--- config.mk ---
export PLATFORM = sky130hd
export DESIGN_NAME = grid_line_cell_walker
export DESIGN_NICKNAME = d
export VERILOG_FILES = /design/src/rtl/core/glcw_pkg.sv /design/src/rtl/core/glcw_front.sv /design/src/rtl/core/glcw_queue.sv /design/src/rtl/core/glcw_walk.sv /design/src/rtl/core/grid_line_cell_walker.sv
export VERILOG_INCLUDE_DIRS = /design/src /design/src/rtl/core
export SDC_FILE = /design/constraint.sdc
export NUM_CORES = 2
export LEC_CHECK = 0
export BUFFER_PORTS_ARGS = -buffer_cell sky130_fd_sc_hd__buf_4
export CORE_MARGIN = 1.5
export CORE_UTILIZATION = 40
export CTS_CLUSTER_SIZE = 8
export DETAILED_ROUTE_END_ITERATION = 8
export GPL_TIMING_DRIVEN = 0
export MAX_ROUTING_LAYER = met4
export PLACE_DENSITY = 0.63
export SLEW_MARGIN = 20
export SYNTH_ARGS = -nofsm -noshare
export SYNTH_HDL_FRONTEND = slang
export SYNTH_SLANG_ARGS = --single-unit
--- constraint.sdc ---
create_clock -name i_clk -period 31.5 [get_ports i_clk]
set_clock_uncertainty 0.05 [all_clocks]
set_input_delay 3.15 -clock i_clk [delete_from_list [all_inputs] [get_ports i_clk]]
set_output_delay 3.15 -clock i_clk [all_outputs]
set_load 0.02 [all_outputs]
--- src/rtl/core/grid_line_cell_walker_macros.svh ---
// ----------------------------------------------------------------------------
// grid_line_cell_walker_macros: assertion helpers
// shared wrappers for clocked implication checks with a low-active reset
// ----------------------------------------------------------------------------
`ifndef GRID_LINE_CELL_WALKER_MACROS_SVH
`define GRID_LINE_CELL_WALKER_MACROS_SVH

// same-cycle implication
`define GLCW_ASSERT_NOW(label, clk, rst_n, ante, cons) \
    label: assert property (@(posedge clk) disable iff (!rst_n) (ante) |-> (cons)) \
        else $error("glcw check failed");

// next-cycle implication
`define GLCW_ASSERT_NEXT(label, clk, rst_n, ante, cons) \
    label: assert property (@(posedge clk) disable iff (!rst_n) (ante) |=> (cons)) \
        else $error("glcw check failed");

`endif

--- src/rtl/core/glcw_pkg.sv ---
// ----------------------------------------------------------------------------
// glcw_pkg: shared types of the grid line cell walker
// fixed field widths and the segment job handed from front to back
// ----------------------------------------------------------------------------
package glcw_pkg;

    localparam int COORD_W = 13;   // raw coordinate
    localparam int DELTA_W = 14;   // signed coordinate difference
    localparam int CELL_W  = 5;    // cell index
    localparam int VAL_W   = 23;   // signed boundary offset, widest pitch
    localparam int PROD_W  = VAL_W + DELTA_W;
    localparam int ACC_W   = PROD_W + 1;
    localparam int CNT_W   = 6;    // emitted cell count

    typedef logic [COORD_W-1:0]       t_coord;
    typedef logic [CELL_W-1:0]        t_cell;
    typedef logic signed [ACC_W-1:0]  t_acc;

    typedef struct packed {
        logic  swapped;
        logic  backward;
        logic  up;
        t_cell major_cell;
        t_cell minor_cell;
        t_cell major_end;
        t_cell minor_end;
        t_cell cols_left;
        t_acc  cross_major;   // (major boundary - major origin) * minor delta
        t_acc  cross_minor;   // (minor origin - minor boundary) * |major delta|
        t_acc  cross_end;     // major term once the last column is reached
        t_acc  step_major;    // change of major term per column
        t_acc  step_minor;    // change of minor term per row
    } t_job;

endpackage

--- src/rtl/core/glcw_front.sv ---
// ----------------------------------------------------------------------------
// glcw_front: segment intake and setup
// clamps, finds cells and walk direction, forms crossing and step terms on one multiplier
// ----------------------------------------------------------------------------
module glcw_front
    import glcw_pkg::*;
#(
    parameter int GRID_CELLS    = 32,
    parameter int CELL_PITCH    = 16,
    parameter int FRACTION_BITS = 4
) (
    input  logic   i_clk,
    input  logic   i_rst_n,
    input  logic   i_valid,
    output logic   o_ready,
    input  t_coord i_start_x,
    input  t_coord i_start_y,
    input  t_coord i_end_x,
    input  t_coord i_end_y,
    output logic   o_push,
    input  logic   i_full,
    output t_job   o_job
);

    localparam int PITCH_RAW = CELL_PITCH * (1 << FRACTION_BITS);
    localparam int HALF_RAW  = PITCH_RAW / 2;
    localparam int COORD_MAX = GRID_CELLS * PITCH_RAW - HALF_RAW - 1;

    localparam logic signed [VAL_W-1:0] P_POS = VAL_W'(PITCH_RAW);
    localparam logic signed [VAL_W-1:0] P_NEG = VAL_W'(-PITCH_RAW);

    localparam logic [2:0] S_IDLE   = 3'd0;
    localparam logic [2:0] S_CELL   = 3'd1;
    localparam logic [2:0] S_ORIENT = 3'd2;
    localparam logic [2:0] S_MUL    = 3'd3;
    localparam logic [2:0] S_PUSH   = 3'd4;

    localparam logic [2:0] OP_MAJOR = 3'd0;
    localparam logic [2:0] OP_MINOR = 3'd1;
    localparam logic [2:0] OP_END   = 3'd2;
    localparam logic [2:0] OP_STEPA = 3'd3;
    localparam logic [2:0] OP_STEPB = 3'd4;

    logic [2:0] r_state, n_state;
    logic [2:0] r_op;

    t_coord r_sx, r_sy, r_ex, r_ey;
    t_cell  r_csx, r_csy, r_cex, r_cey;
    logic   r_swap;

    logic   r_bw, r_up;
    t_cell  r_mc, r_nc, r_mend, r_nend, r_cols;
    logic signed [VAL_W-1:0]   r_am, r_an;
    logic signed [DELTA_W-1:0] r_d, r_e, r_dabs;

    t_acc r_a0, r_b0, r_aend, r_sa, r_sb;

    function automatic t_coord clamp(input t_coord v);
        return (int'(v) > COORD_MAX) ? COORD_W'(COORD_MAX) : v;
    endfunction

    // thermometer of the cell edges, highest edge passed wins
    function automatic t_cell cell_of(input t_coord v);
        t_cell c;
        c = '0;
        for (int k = 1; k < GRID_CELLS; k++) begin
            if (int'(v) >= k * PITCH_RAW - HALF_RAW) begin
                c = CELL_W'(k);
            end
        end
        return c;
    endfunction

    // ---- cell stage ----
    logic w_swap;
    always_comb begin
        int dx;
        int dy;
        int adx;
        int ady;
        dx  = int'(r_ex) - int'(r_sx);
        dy  = int'(r_ey) - int'(r_sy);
        adx = (dx < 0) ? -dx : dx;
        ady = (dy < 0) ? -dy : dy;
        w_swap = ady > adx;
    end

    // ---- orient stage ----
    logic   w_bw, w_up;
    t_cell  w_mc, w_nc, w_mend, w_nend, w_cols;
    logic signed [VAL_W-1:0]   w_am, w_an;
    logic signed [DELTA_W-1:0] w_d, w_e, w_dabs;

    always_comb begin
        int ma;
        int mb;
        int na;
        int nb;
        int d;
        int e;
        int mb0;
        int nb0;
        ma     = r_swap ? int'(r_sy) : int'(r_sx);
        mb     = r_swap ? int'(r_ey) : int'(r_ex);
        na     = r_swap ? int'(r_sx) : int'(r_sy);
        nb     = r_swap ? int'(r_ex) : int'(r_ey);
        w_mc   = r_swap ? r_csy : r_csx;
        w_mend = r_swap ? r_cey : r_cex;
        w_nc   = r_swap ? r_csx : r_csy;
        w_nend = r_swap ? r_cex : r_cey;
        d      = mb - ma;
        e      = (d < 0) ? (na - nb) : (nb - na);
        w_bw   = !(w_mc < w_mend);
        w_up   = w_nc < w_nend;
        w_cols = w_bw ? (w_mc - w_mend) : (w_mend - w_mc);
        // in the last column the crossing is the end point itself
        mb0    = (w_cols == '0) ? mb
               : int'(w_mc) * PITCH_RAW + (w_bw ? -HALF_RAW : HALF_RAW);
        nb0    = int'(w_nc) * PITCH_RAW + (w_up ? HALF_RAW : -HALF_RAW);
        w_am   = VAL_W'(mb0 - ma);
        w_an   = VAL_W'(na - nb0);
        w_d    = DELTA_W'(d);
        w_e    = DELTA_W'(e);
        w_dabs = DELTA_W'((d < 0) ? -d : d);
    end

    // ---- shared multiplier ----
    logic signed [VAL_W-1:0]   w_opa;
    logic signed [DELTA_W-1:0] w_opb;
    logic signed [PROD_W-1:0]  w_prod;

    always_comb begin
        case (r_op)
            OP_MAJOR: begin
                w_opa = r_am;
                w_opb = r_e;
            end
            OP_MINOR: begin
                w_opa = r_an;
                w_opb = r_dabs;
            end
            OP_END: begin
                w_opa = VAL_W'(r_d);
                w_opb = r_e;
            end
            OP_STEPA: begin
                w_opa = r_bw ? P_NEG : P_POS;
                w_opb = r_e;
            end
            OP_STEPB: begin
                w_opa = r_up ? P_NEG : P_POS;
                w_opb = r_dabs;
            end
            default: begin
                w_opa = '0;
                w_opb = '0;
            end
        endcase
    end

    assign w_prod = w_opa * w_opb;

    // ---- sequencer ----
    always_comb begin
        n_state = r_state;
        case (r_state)
            S_IDLE: begin
                if (i_valid) n_state = S_CELL;
            end
            S_CELL:   n_state = S_ORIENT;
            S_ORIENT: n_state = S_MUL;
            S_MUL: begin
                if (r_op == OP_STEPB) n_state = S_PUSH;
            end
            S_PUSH: begin
                if (!i_full) n_state = S_IDLE;
            end
            default:  n_state = S_IDLE;
        endcase
    end

    always_ff @(posedge i_clk) begin
        if (!i_rst_n) begin
            r_state <= S_IDLE;
            r_op    <= OP_MAJOR;
        end else begin
            r_state <= n_state;
            if (r_state == S_ORIENT) begin
                r_op <= OP_MAJOR;
            end else if (r_state == S_MUL) begin
                r_op <= r_op + 3'd1;
            end
        end
    end

    always_ff @(posedge i_clk) begin
        if (r_state == S_IDLE && i_valid) begin
            r_sx <= clamp(i_start_x);
            r_sy <= clamp(i_start_y);
            r_ex <= clamp(i_end_x);
            r_ey <= clamp(i_end_y);
        end
        if (r_state == S_CELL) begin
            r_csx  <= cell_of(r_sx);
            r_csy  <= cell_of(r_sy);
            r_cex  <= cell_of(r_ex);
            r_cey  <= cell_of(r_ey);
            r_swap <= w_swap;
        end
        if (r_state == S_ORIENT) begin
            r_bw   <= w_bw;
            r_up   <= w_up;
            r_mc   <= w_mc;
            r_nc   <= w_nc;
            r_mend <= w_mend;
            r_nend <= w_nend;
            r_cols <= w_cols;
            r_am   <= w_am;
            r_an   <= w_an;
            r_d    <= w_d;
            r_e    <= w_e;
            r_dabs <= w_dabs;
        end
        if (r_state == S_MUL) begin
            case (r_op)
                OP_MAJOR: r_a0   <= ACC_W'(w_prod);
                OP_MINOR: r_b0   <= ACC_W'(w_prod);
                OP_END:   r_aend <= ACC_W'(w_prod);
                OP_STEPA: r_sa   <= ACC_W'(w_prod);
                OP_STEPB: r_sb   <= ACC_W'(w_prod);
                default:  r_sb   <= r_sb;
            endcase
        end
    end

    assign o_ready = (r_state == S_IDLE);
    assign o_push  = (r_state == S_PUSH) && !i_full;

    always_comb begin
        o_job.swapped     = r_swap;
        o_job.backward    = r_bw;
        o_job.up          = r_up;
        o_job.major_cell  = r_mc;
        o_job.minor_cell  = r_nc;
        o_job.major_end   = r_mend;
        o_job.minor_end   = r_nend;
        o_job.cols_left   = r_cols;
        o_job.cross_major = r_a0;
        o_job.cross_minor = r_b0;
        o_job.cross_end   = r_aend;
        o_job.step_major  = r_sa;
        o_job.step_minor  = r_sb;
    end

endmodule

--- src/rtl/core/glcw_queue.sv ---
// ----------------------------------------------------------------------------
// glcw_queue: two-entry job queue
// decouples segment setup from the cell walk
// ----------------------------------------------------------------------------
module glcw_queue
    import glcw_pkg::*;
(
    input  logic i_clk,
    input  logic i_rst_n,
    input  logic i_push,
    input  t_job i_job,
    output logic o_full,
    input  logic i_pop,
    output logic o_empty,
    output t_job o_job
);

    t_job       r_mem [2];
    logic       r_wr_ptr;
    logic       r_rd_ptr;
    logic [1:0] r_count;

    always_ff @(posedge i_clk) begin
        if (!i_rst_n) begin
            r_wr_ptr <= 1'b0;
            r_rd_ptr <= 1'b0;
            r_count  <= 2'd0;
        end else begin
            if (i_push) r_wr_ptr <= !r_wr_ptr;
            if (i_pop)  r_rd_ptr <= !r_rd_ptr;
            case ({i_push, i_pop})
                2'b10:   r_count <= r_count + 2'd1;
                2'b01:   r_count <= r_count - 2'd1;
                default: r_count <= r_count;
            endcase
        end
    end

    always_ff @(posedge i_clk) begin
        if (i_push) r_mem[r_wr_ptr] <= i_job;
    end

    assign o_full  = (r_count == 2'd2);
    assign o_empty = (r_count == 2'd0);
    assign o_job   = r_mem[r_rd_ptr];

endmodule

--- src/rtl/core/glcw_walk.sv ---
// ----------------------------------------------------------------------------
// glcw_walk: cell walker
// one covered cell per cycle into an output register while the output is not stalled, exact crossing tests
// ----------------------------------------------------------------------------
module glcw_walk
    import glcw_pkg::*;
#(
    parameter int GRID_CELLS = 32
) (
    input  logic  i_clk,
    input  logic  i_rst_n,
    input  logic  i_job_valid,
    input  t_job  i_job,
    output logic  o_pop,
    output logic  o_valid,
    input  logic  i_ready,
    output t_cell o_col,
    output t_cell o_row,
    output logic  o_last
);

    localparam logic [CNT_W-1:0] LAST_N = CNT_W'(2 * GRID_CELLS - 2);

    logic r_busy;
    logic r_out_valid;
    logic [CNT_W-1:0] r_n;

    logic  r_sw, r_bw, r_up;
    t_cell r_mc, r_nc, r_mend, r_nend, r_cols;
    t_acc  r_a, r_b, r_a_end, r_step_a, r_step_b;
    t_cell r_col, r_row;
    logic  r_last;

    logic w_adv;
    logic w_fin;
    logic w_row_end;
    logic w_major;
    t_acc w_f;
    t_acc w_a_next;
    t_acc w_b_next;

    assign o_pop = !r_busy && i_job_valid;
    assign w_adv = r_busy && (!r_out_valid || i_ready);

    always_comb begin
        w_row_end = (r_nc == r_nend);
        w_fin     = ((r_mc == r_mend) && w_row_end) || (r_n == LAST_N);
        w_f       = r_a + r_b;
        // strict below the upper edge when going up, strict above going down
        if (r_up) begin
            w_major = w_f[ACC_W-1];
        end else begin
            w_major = (!w_f[ACC_W-1] && (w_f != '0)) || w_row_end;
        end
        if (w_major && (r_cols == '0)) w_major = 1'b0;
        if (!w_major && w_row_end)     w_major = 1'b1;
        w_a_next = (r_cols == CELL_W'(1)) ? r_a_end : (r_a + r_step_a);
        w_b_next = r_b + r_step_b;
    end

    always_ff @(posedge i_clk) begin
        if (!i_rst_n) begin
            r_busy      <= 1'b0;
            r_out_valid <= 1'b0;
            r_n         <= '0;
        end else begin
            if (o_pop) begin
                r_busy <= 1'b1;
                r_n    <= '0;
            end else if (w_adv) begin
                if (w_fin) r_busy <= 1'b0;
                r_n <= r_n + CNT_W'(1);
            end
            if (w_adv) begin
                r_out_valid <= 1'b1;
            end else if (i_ready) begin
                r_out_valid <= 1'b0;
            end
        end
    end

    always_ff @(posedge i_clk) begin
        if (o_pop) begin
            r_sw     <= i_job.swapped;
            r_bw     <= i_job.backward;
            r_up     <= i_job.up;
            r_mc     <= i_job.major_cell;
            r_nc     <= i_job.minor_cell;
            r_mend   <= i_job.major_end;
            r_nend   <= i_job.minor_end;
            r_cols   <= i_job.cols_left;
            r_a      <= i_job.cross_major;
            r_b      <= i_job.cross_minor;
            r_a_end  <= i_job.cross_end;
            r_step_a <= i_job.step_major;
            r_step_b <= i_job.step_minor;
        end else if (w_adv && !w_fin) begin
            if (w_major) begin
                r_cols <= r_cols - CELL_W'(1);
                r_mc   <= r_bw ? (r_mc - CELL_W'(1)) : (r_mc + CELL_W'(1));
                r_a    <= w_a_next;
            end else begin
                r_nc <= r_up ? (r_nc + CELL_W'(1)) : (r_nc - CELL_W'(1));
                r_b  <= w_b_next;
            end
        end
        if (w_adv) begin
            r_col  <= r_sw ? r_nc : r_mc;
            r_row  <= r_sw ? r_mc : r_nc;
            r_last <= w_fin;
        end
    end

    assign o_valid = r_out_valid;
    assign o_col   = r_col;
    assign o_row   = r_row;
    assign o_last  = r_last;

endmodule

--- src/rtl/core/grid_line_cell_walker.sv ---
// ----------------------------------------------------------------------------
// grid_line_cell_walker: supercover cell walk of a 2-d segment
// input beat on s_axis: one segment, tdata = start_x, start_y, end_x, end_y
// (13 bits each, 4 fraction bits by default), clamped to the grid
// output beats on m_axis: every covered cell as column and row, tlast on the
// segment's final cell; a segment inside one cell gives a single beat
// front setup per segment: cell search, orientation, five products on one shared
// multiplier, queue push; a 2-entry queue then feeds the walker, which loads a
// job and then gives one covered cell per cycle while m_axis is not stalled;
// the front takes one segment at a time and sets up the next one while the
// walker works on the last; a segment covers up to 63 cells
// a stalled m_axis holds its beat in the output register and freezes the walk;
// the queue then fills and s_axis_tready drops
// reset (i_rst_n low, synchronous) empties the queue and idles both parts
// ----------------------------------------------------------------------------
`include "grid_line_cell_walker_macros.svh"

module grid_line_cell_walker
    import glcw_pkg::*;
#(
    parameter int GRID_CELLS    = 32,
    parameter int CELL_PITCH    = 16,
    parameter int FRACTION_BITS = 4
) (
    input  logic        i_clk,
    input  logic        i_rst_n,
    input  logic        s_axis_tvalid,
    output logic        s_axis_tready,
    input  logic [55:0] s_axis_tdata,   // start_x, start_y, end_x, end_y, zero pad
    output logic        m_axis_tvalid,
    input  logic        m_axis_tready,
    output logic [15:0] m_axis_tdata,   // cell_col, cell_row, zero pad
    output logic        m_axis_tlast
);

    // front to queue
    logic w_push;
    logic w_q_full;
    t_job w_front_job;

    // queue to walker
    logic w_pop;
    logic w_q_empty;
    t_job w_q_job;

    t_cell w_col;
    t_cell w_row;

    glcw_front #(
        .GRID_CELLS    (GRID_CELLS),
        .CELL_PITCH    (CELL_PITCH),
        .FRACTION_BITS (FRACTION_BITS)
    ) u_front (
        .i_clk     (i_clk),
        .i_rst_n   (i_rst_n),
        .i_valid   (s_axis_tvalid),
        .o_ready   (s_axis_tready),
        .i_start_x (s_axis_tdata[12:0]),
        .i_start_y (s_axis_tdata[25:13]),
        .i_end_x   (s_axis_tdata[38:26]),
        .i_end_y   (s_axis_tdata[51:39]),
        .o_push    (w_push),
        .i_full    (w_q_full),
        .o_job     (w_front_job)
    );

    // jobs wait here while the walker is busy with a long segment
    glcw_queue u_queue (
        .i_clk   (i_clk),
        .i_rst_n (i_rst_n),
        .i_push  (w_push),
        .i_job   (w_front_job),
        .o_full  (w_q_full),
        .i_pop   (w_pop),
        .o_empty (w_q_empty),
        .o_job   (w_q_job)
    );

    glcw_walk #(
        .GRID_CELLS (GRID_CELLS)
    ) u_walk (
        .i_clk       (i_clk),
        .i_rst_n     (i_rst_n),
        .i_job_valid (!w_q_empty),
        .i_job       (w_q_job),
        .o_pop       (w_pop),
        .o_valid     (m_axis_tvalid),
        .i_ready     (m_axis_tready),
        .o_col       (w_col),
        .o_row       (w_row),
        .o_last      (m_axis_tlast)
    );

    assign m_axis_tdata = {6'b0, w_row, w_col};

    // front takes one segment at a time, busy right after a beat
    `GLCW_ASSERT_NEXT(a_front_busy, i_clk, i_rst_n, s_axis_tvalid && s_axis_tready, !s_axis_tready)
    // a pushed job is visible to the walker next cycle
    `GLCW_ASSERT_NEXT(a_push_fills, i_clk, i_rst_n, w_push, !w_q_empty)
    // walker only loads a job that is there
    `GLCW_ASSERT_NOW(a_pop_valid, i_clk, i_rst_n, w_pop, !w_q_empty)

endmodule

==> results.tsv <==
stage	metric	value	unit
sta	max-slew violations	0	
logic_synthesis	sequential cell area fraction in the yosys report	0.506	
logic_synthesis	ys flop type	edfxtp_1	
sta	achievable frequency	94.6	MHz
detailed_routing	Post-DRT Antenna Nets	0	
global_route	GR Util met2	0.345	
detailed_routing	WL/cell	21.4	um
global_route	initial antenna violation count	5	
critical_path	critical path startpoint category	register	
die	core area	152000	um^2
place	DP Area	65800	um^2
logic_synthesis	#FFs+latches synth	1042	
die	Die W	395	um
finish	share of post-route cells with drive strength above 1	0.112	
cts	clock buffer depth	3	
global_route	largest net degree at the start of global routing	53	
cts	# resized after CTS	0	
place	hpwl dp	122	mm
sta	final hold vios	0	
logic_synthesis	syn_area_per_cell	12.2	um^2
logic_synthesis	top-area cell type share of the netlist area	0.500	
sta	Setup TNS Final	0	ns
critical_path	CP max stage cell	nor2b_1	
sta	final setup fails	0	
die	height of the die	395	um
job	Max Cap Violations	0	
global_route	most used routing layer	met2	
finish	nets	6104	
sta	worst slew pin tran	1.22	ns
global_route	vias in the first global route	40500	
cts	hold_buf cts	0	
detailed_routing	Pre-antenna DRT Iters	5	
global_route	first-pass GRT wire length	243	mm
cts	Worst-path clk slew	0.05	ns
cts	CTS root buffer	clkbuf_16	
finish	Finished Core Util	0.460	
global_route	GRT Overall Usage	0.209	
die	Die ar.	156000	um^2
detailed_routing	final WL	159	mm
detailed_routing	DRC Markers	0	
cts	Worst-Skew Late Latency	0.77	ns
detailed_routing	First DRT Iteration DRCs	2962	
detailed_routing	vias per cell	5.36	
global_route	GRT Residual Overflow	0	
die	Core Rows	143	
critical_path	WP data arrival	10.94	ns
detailed_routing	DR vias	39900	
finish	Area Growth Syn to Fin	14.0	%
logic_synthesis	async set or reset register ratio after synthesis	0	
die	IO Pins	79	
critical_path	Crit Path Category	register to register	
hold_path	worst hold-check path type	register to register	
sta	fin crit share	0.336	
sta	Slew headroom	0.186	
logic_synthesis	number of synthesized flops with an enable pin	1023	
cts	CTS H-tree lvls	4	
cts	Sink Count	1042	
die	Starting Density	0.404	
sta	RSZ-0062 raised after global routing	false	
critical_path	max incr delay on CP	0.63	ns
global_route	M3 GR Usage	0.0329	
finish	Final Cell Area	70100	um^2
critical_path	Critical Path Most Common Cell	fa_1	
run_status	status	completed	
logic_synthesis	synth unique cells	111	
cts	number of setup buffers added after CTS	0	
cts	total CTS buffers	149	
logic_synthesis	post-synth top area cell	edfxtp_1	
cts	CTS tree	built	
critical_path	Req. time, crit path	31.86	ns
logic_synthesis	Synth Cell Area	61500	um^2
critical_path	crit end category	register	
global_route	GR Util met1	0.265	
sta	Final Critical Period	10.57	ns
critical_path	worst-path fanout max	10	
place	port bufs	68	
logic_synthesis	cell count after synthesis	5045	
sta	hold slack	0.348	ns
place	Placer Congestion	0.951	
logic_synthesis	Area contributors post-synth	edfxtp_1, fa_1, ha_1	
logic_synthesis	YS warnings	0	
[final cells by class]
cell class,instances,area (um^2)
clock buffer,181,3890
timing repair buffer,133,1560
sequential,1042,31100
clock inverter,17,322
inverter,483,1810
fill,13700,82200
multi-input combinational,3365,28000
tap,2030,2540
antenna,2,5.00
buffer,195,786
[cells in the mapped netlist (13+ instances only)]
master and count:
a211oi_1 48, a21o_1 89, a21oi_1 249, a22o_1 15
a22oi_1 35, a31oi_1 40, and2_1 54, and3_1 19
buf_1 31, buf_2 14, clkbuf_1 142, dfxtp_1 19
edfxtp_1 1023, fa_1 322, ha_1 353, inv_1 481
mux2_2 158, mux2i_1 125, nand2_1 402, nand2b_1 46
nand3_1 65, nand4_1 30, nor2_1 332, nor2b_1 82
nor3_1 54, o211ai_1 23, o21a_1 62, o21ai_0 173
o21bai_1 13, or2_2 51, or3_1 23, xnor2_1 152
xor2_1 73
[worst max-delay path, delay by kind of cell (launching register included)]
kind / cells / cell delay (ns)
buf+inv: 7 / 1.57
flops: 1 / 0.33
simple gates: 5 / 1.28
compound gates: 8 / 2.73
xor+xnor: 1 / 0.45
fa+ha+maj: 8 / 3.76
[path summary, 6_finish.rpt]
kind,start,to,slack [ns],cells past startpoint
hold / removal,u_front.r_b0[24],u_queue.r_mem[1][138],0.35,0
hold reg to reg,u_front.r_b0[24],u_queue.r_mem[1][138],0.35,0
setup / recovery,u_front.r_op[0],u_front.r_a0[34],20.93,29
setup reg to reg,u_front.r_op[0],u_front.r_a0[34],20.93,29
[cells in the final DEF, fill, tap and decap left out, drive strengths merged, types with 41 or more instances in the layout]
master | Yosys | final
nand3 | 66 | 66
nand2b | 46 | 46
ha | 353 | 353
o21a | 62 | 62
mux2i | 125 | 125
nor3 | 55 | 55
xor2 | 73 | 73
xnor2 | 152 | 152
edfxtp | 1023 | 1023
buf | 51 | 184
a211oi | 52 | 52
conb | 2 | 42
nor2b | 82 | 82
a31oi | 41 | 41
nand2 | 402 | 402
clkbuf | 144 | 325
fa | 322 | 322
a21o | 89 | 89
a21oi | 254 | 254
inv | 482 | 486
mux2 | 159 | 159
o21ai | 190 | 190
and2 | 54 | 54
nor2 | 334 | 334
or2 | 56 | 56
[metal layers]
layer  vias up  share of wire
met5         -              0
met1     20000           0.43
met3       239          0.058
li1      18500              -
met2      1188           0.49
met4         0          0.027
[sequential cells by signal (all words and copies together), names as in the netlist, 14 cells and up, named ones only]
| signal | cells |
|---|---|
| u_front.r_a0 | 37 |
| u_front.r_aend | 37 |
| u_front.r_am | 23 |
| u_front.r_an | 22 |
| u_front.r_b0 | 37 |
| u_front.r_d | 14 |
| u_front.r_e | 14 |
| u_front.r_sa | 37 |
| u_front.r_sb | 37 |
| u_queue.r_mem | 426 |
| u_walk.r_a | 38 |
| u_walk.r_a_end | 37 |
| u_walk.r_b | 38 |
| u_walk.r_step_a | 37 |
| u_walk.r_step_b | 37 |
[per-stage QoR]
step,worst slack [ns],instances
global placement,14.61,7183
CTS,21.05,7445
floorplan,21.08,5085
detailed placement,21.01,7247
global route,20.52,7447
finish,20.93,7448
[logic make-up (layout without fill, tap and decap cells)]
| group | count (synthesis) | in the layout | share of synthesized area |
|---|---|---|---|
| AOI/OAI and AO/OA | 917 | 917 | 0.0996 |
| xor gates and xnor gates | 225 | 225 | 0.0321 |
| adders and majority gates | 675 | 675 | 0.177 |
| buffers and inverters | 678 | 1009 | 0.0421 |
| DFF | 1042 | 1042 | 0.506 |
| muxes | 284 | 284 | 0.0495 |
| other | 2 | 44 | 0.000122 |
| and+or+nand+nor | 1222 | 1222 | 0.0939 |
Power is not shown: default switching activity piles up to over one toggle a cycle in this logic, so the estimate is an artifact.
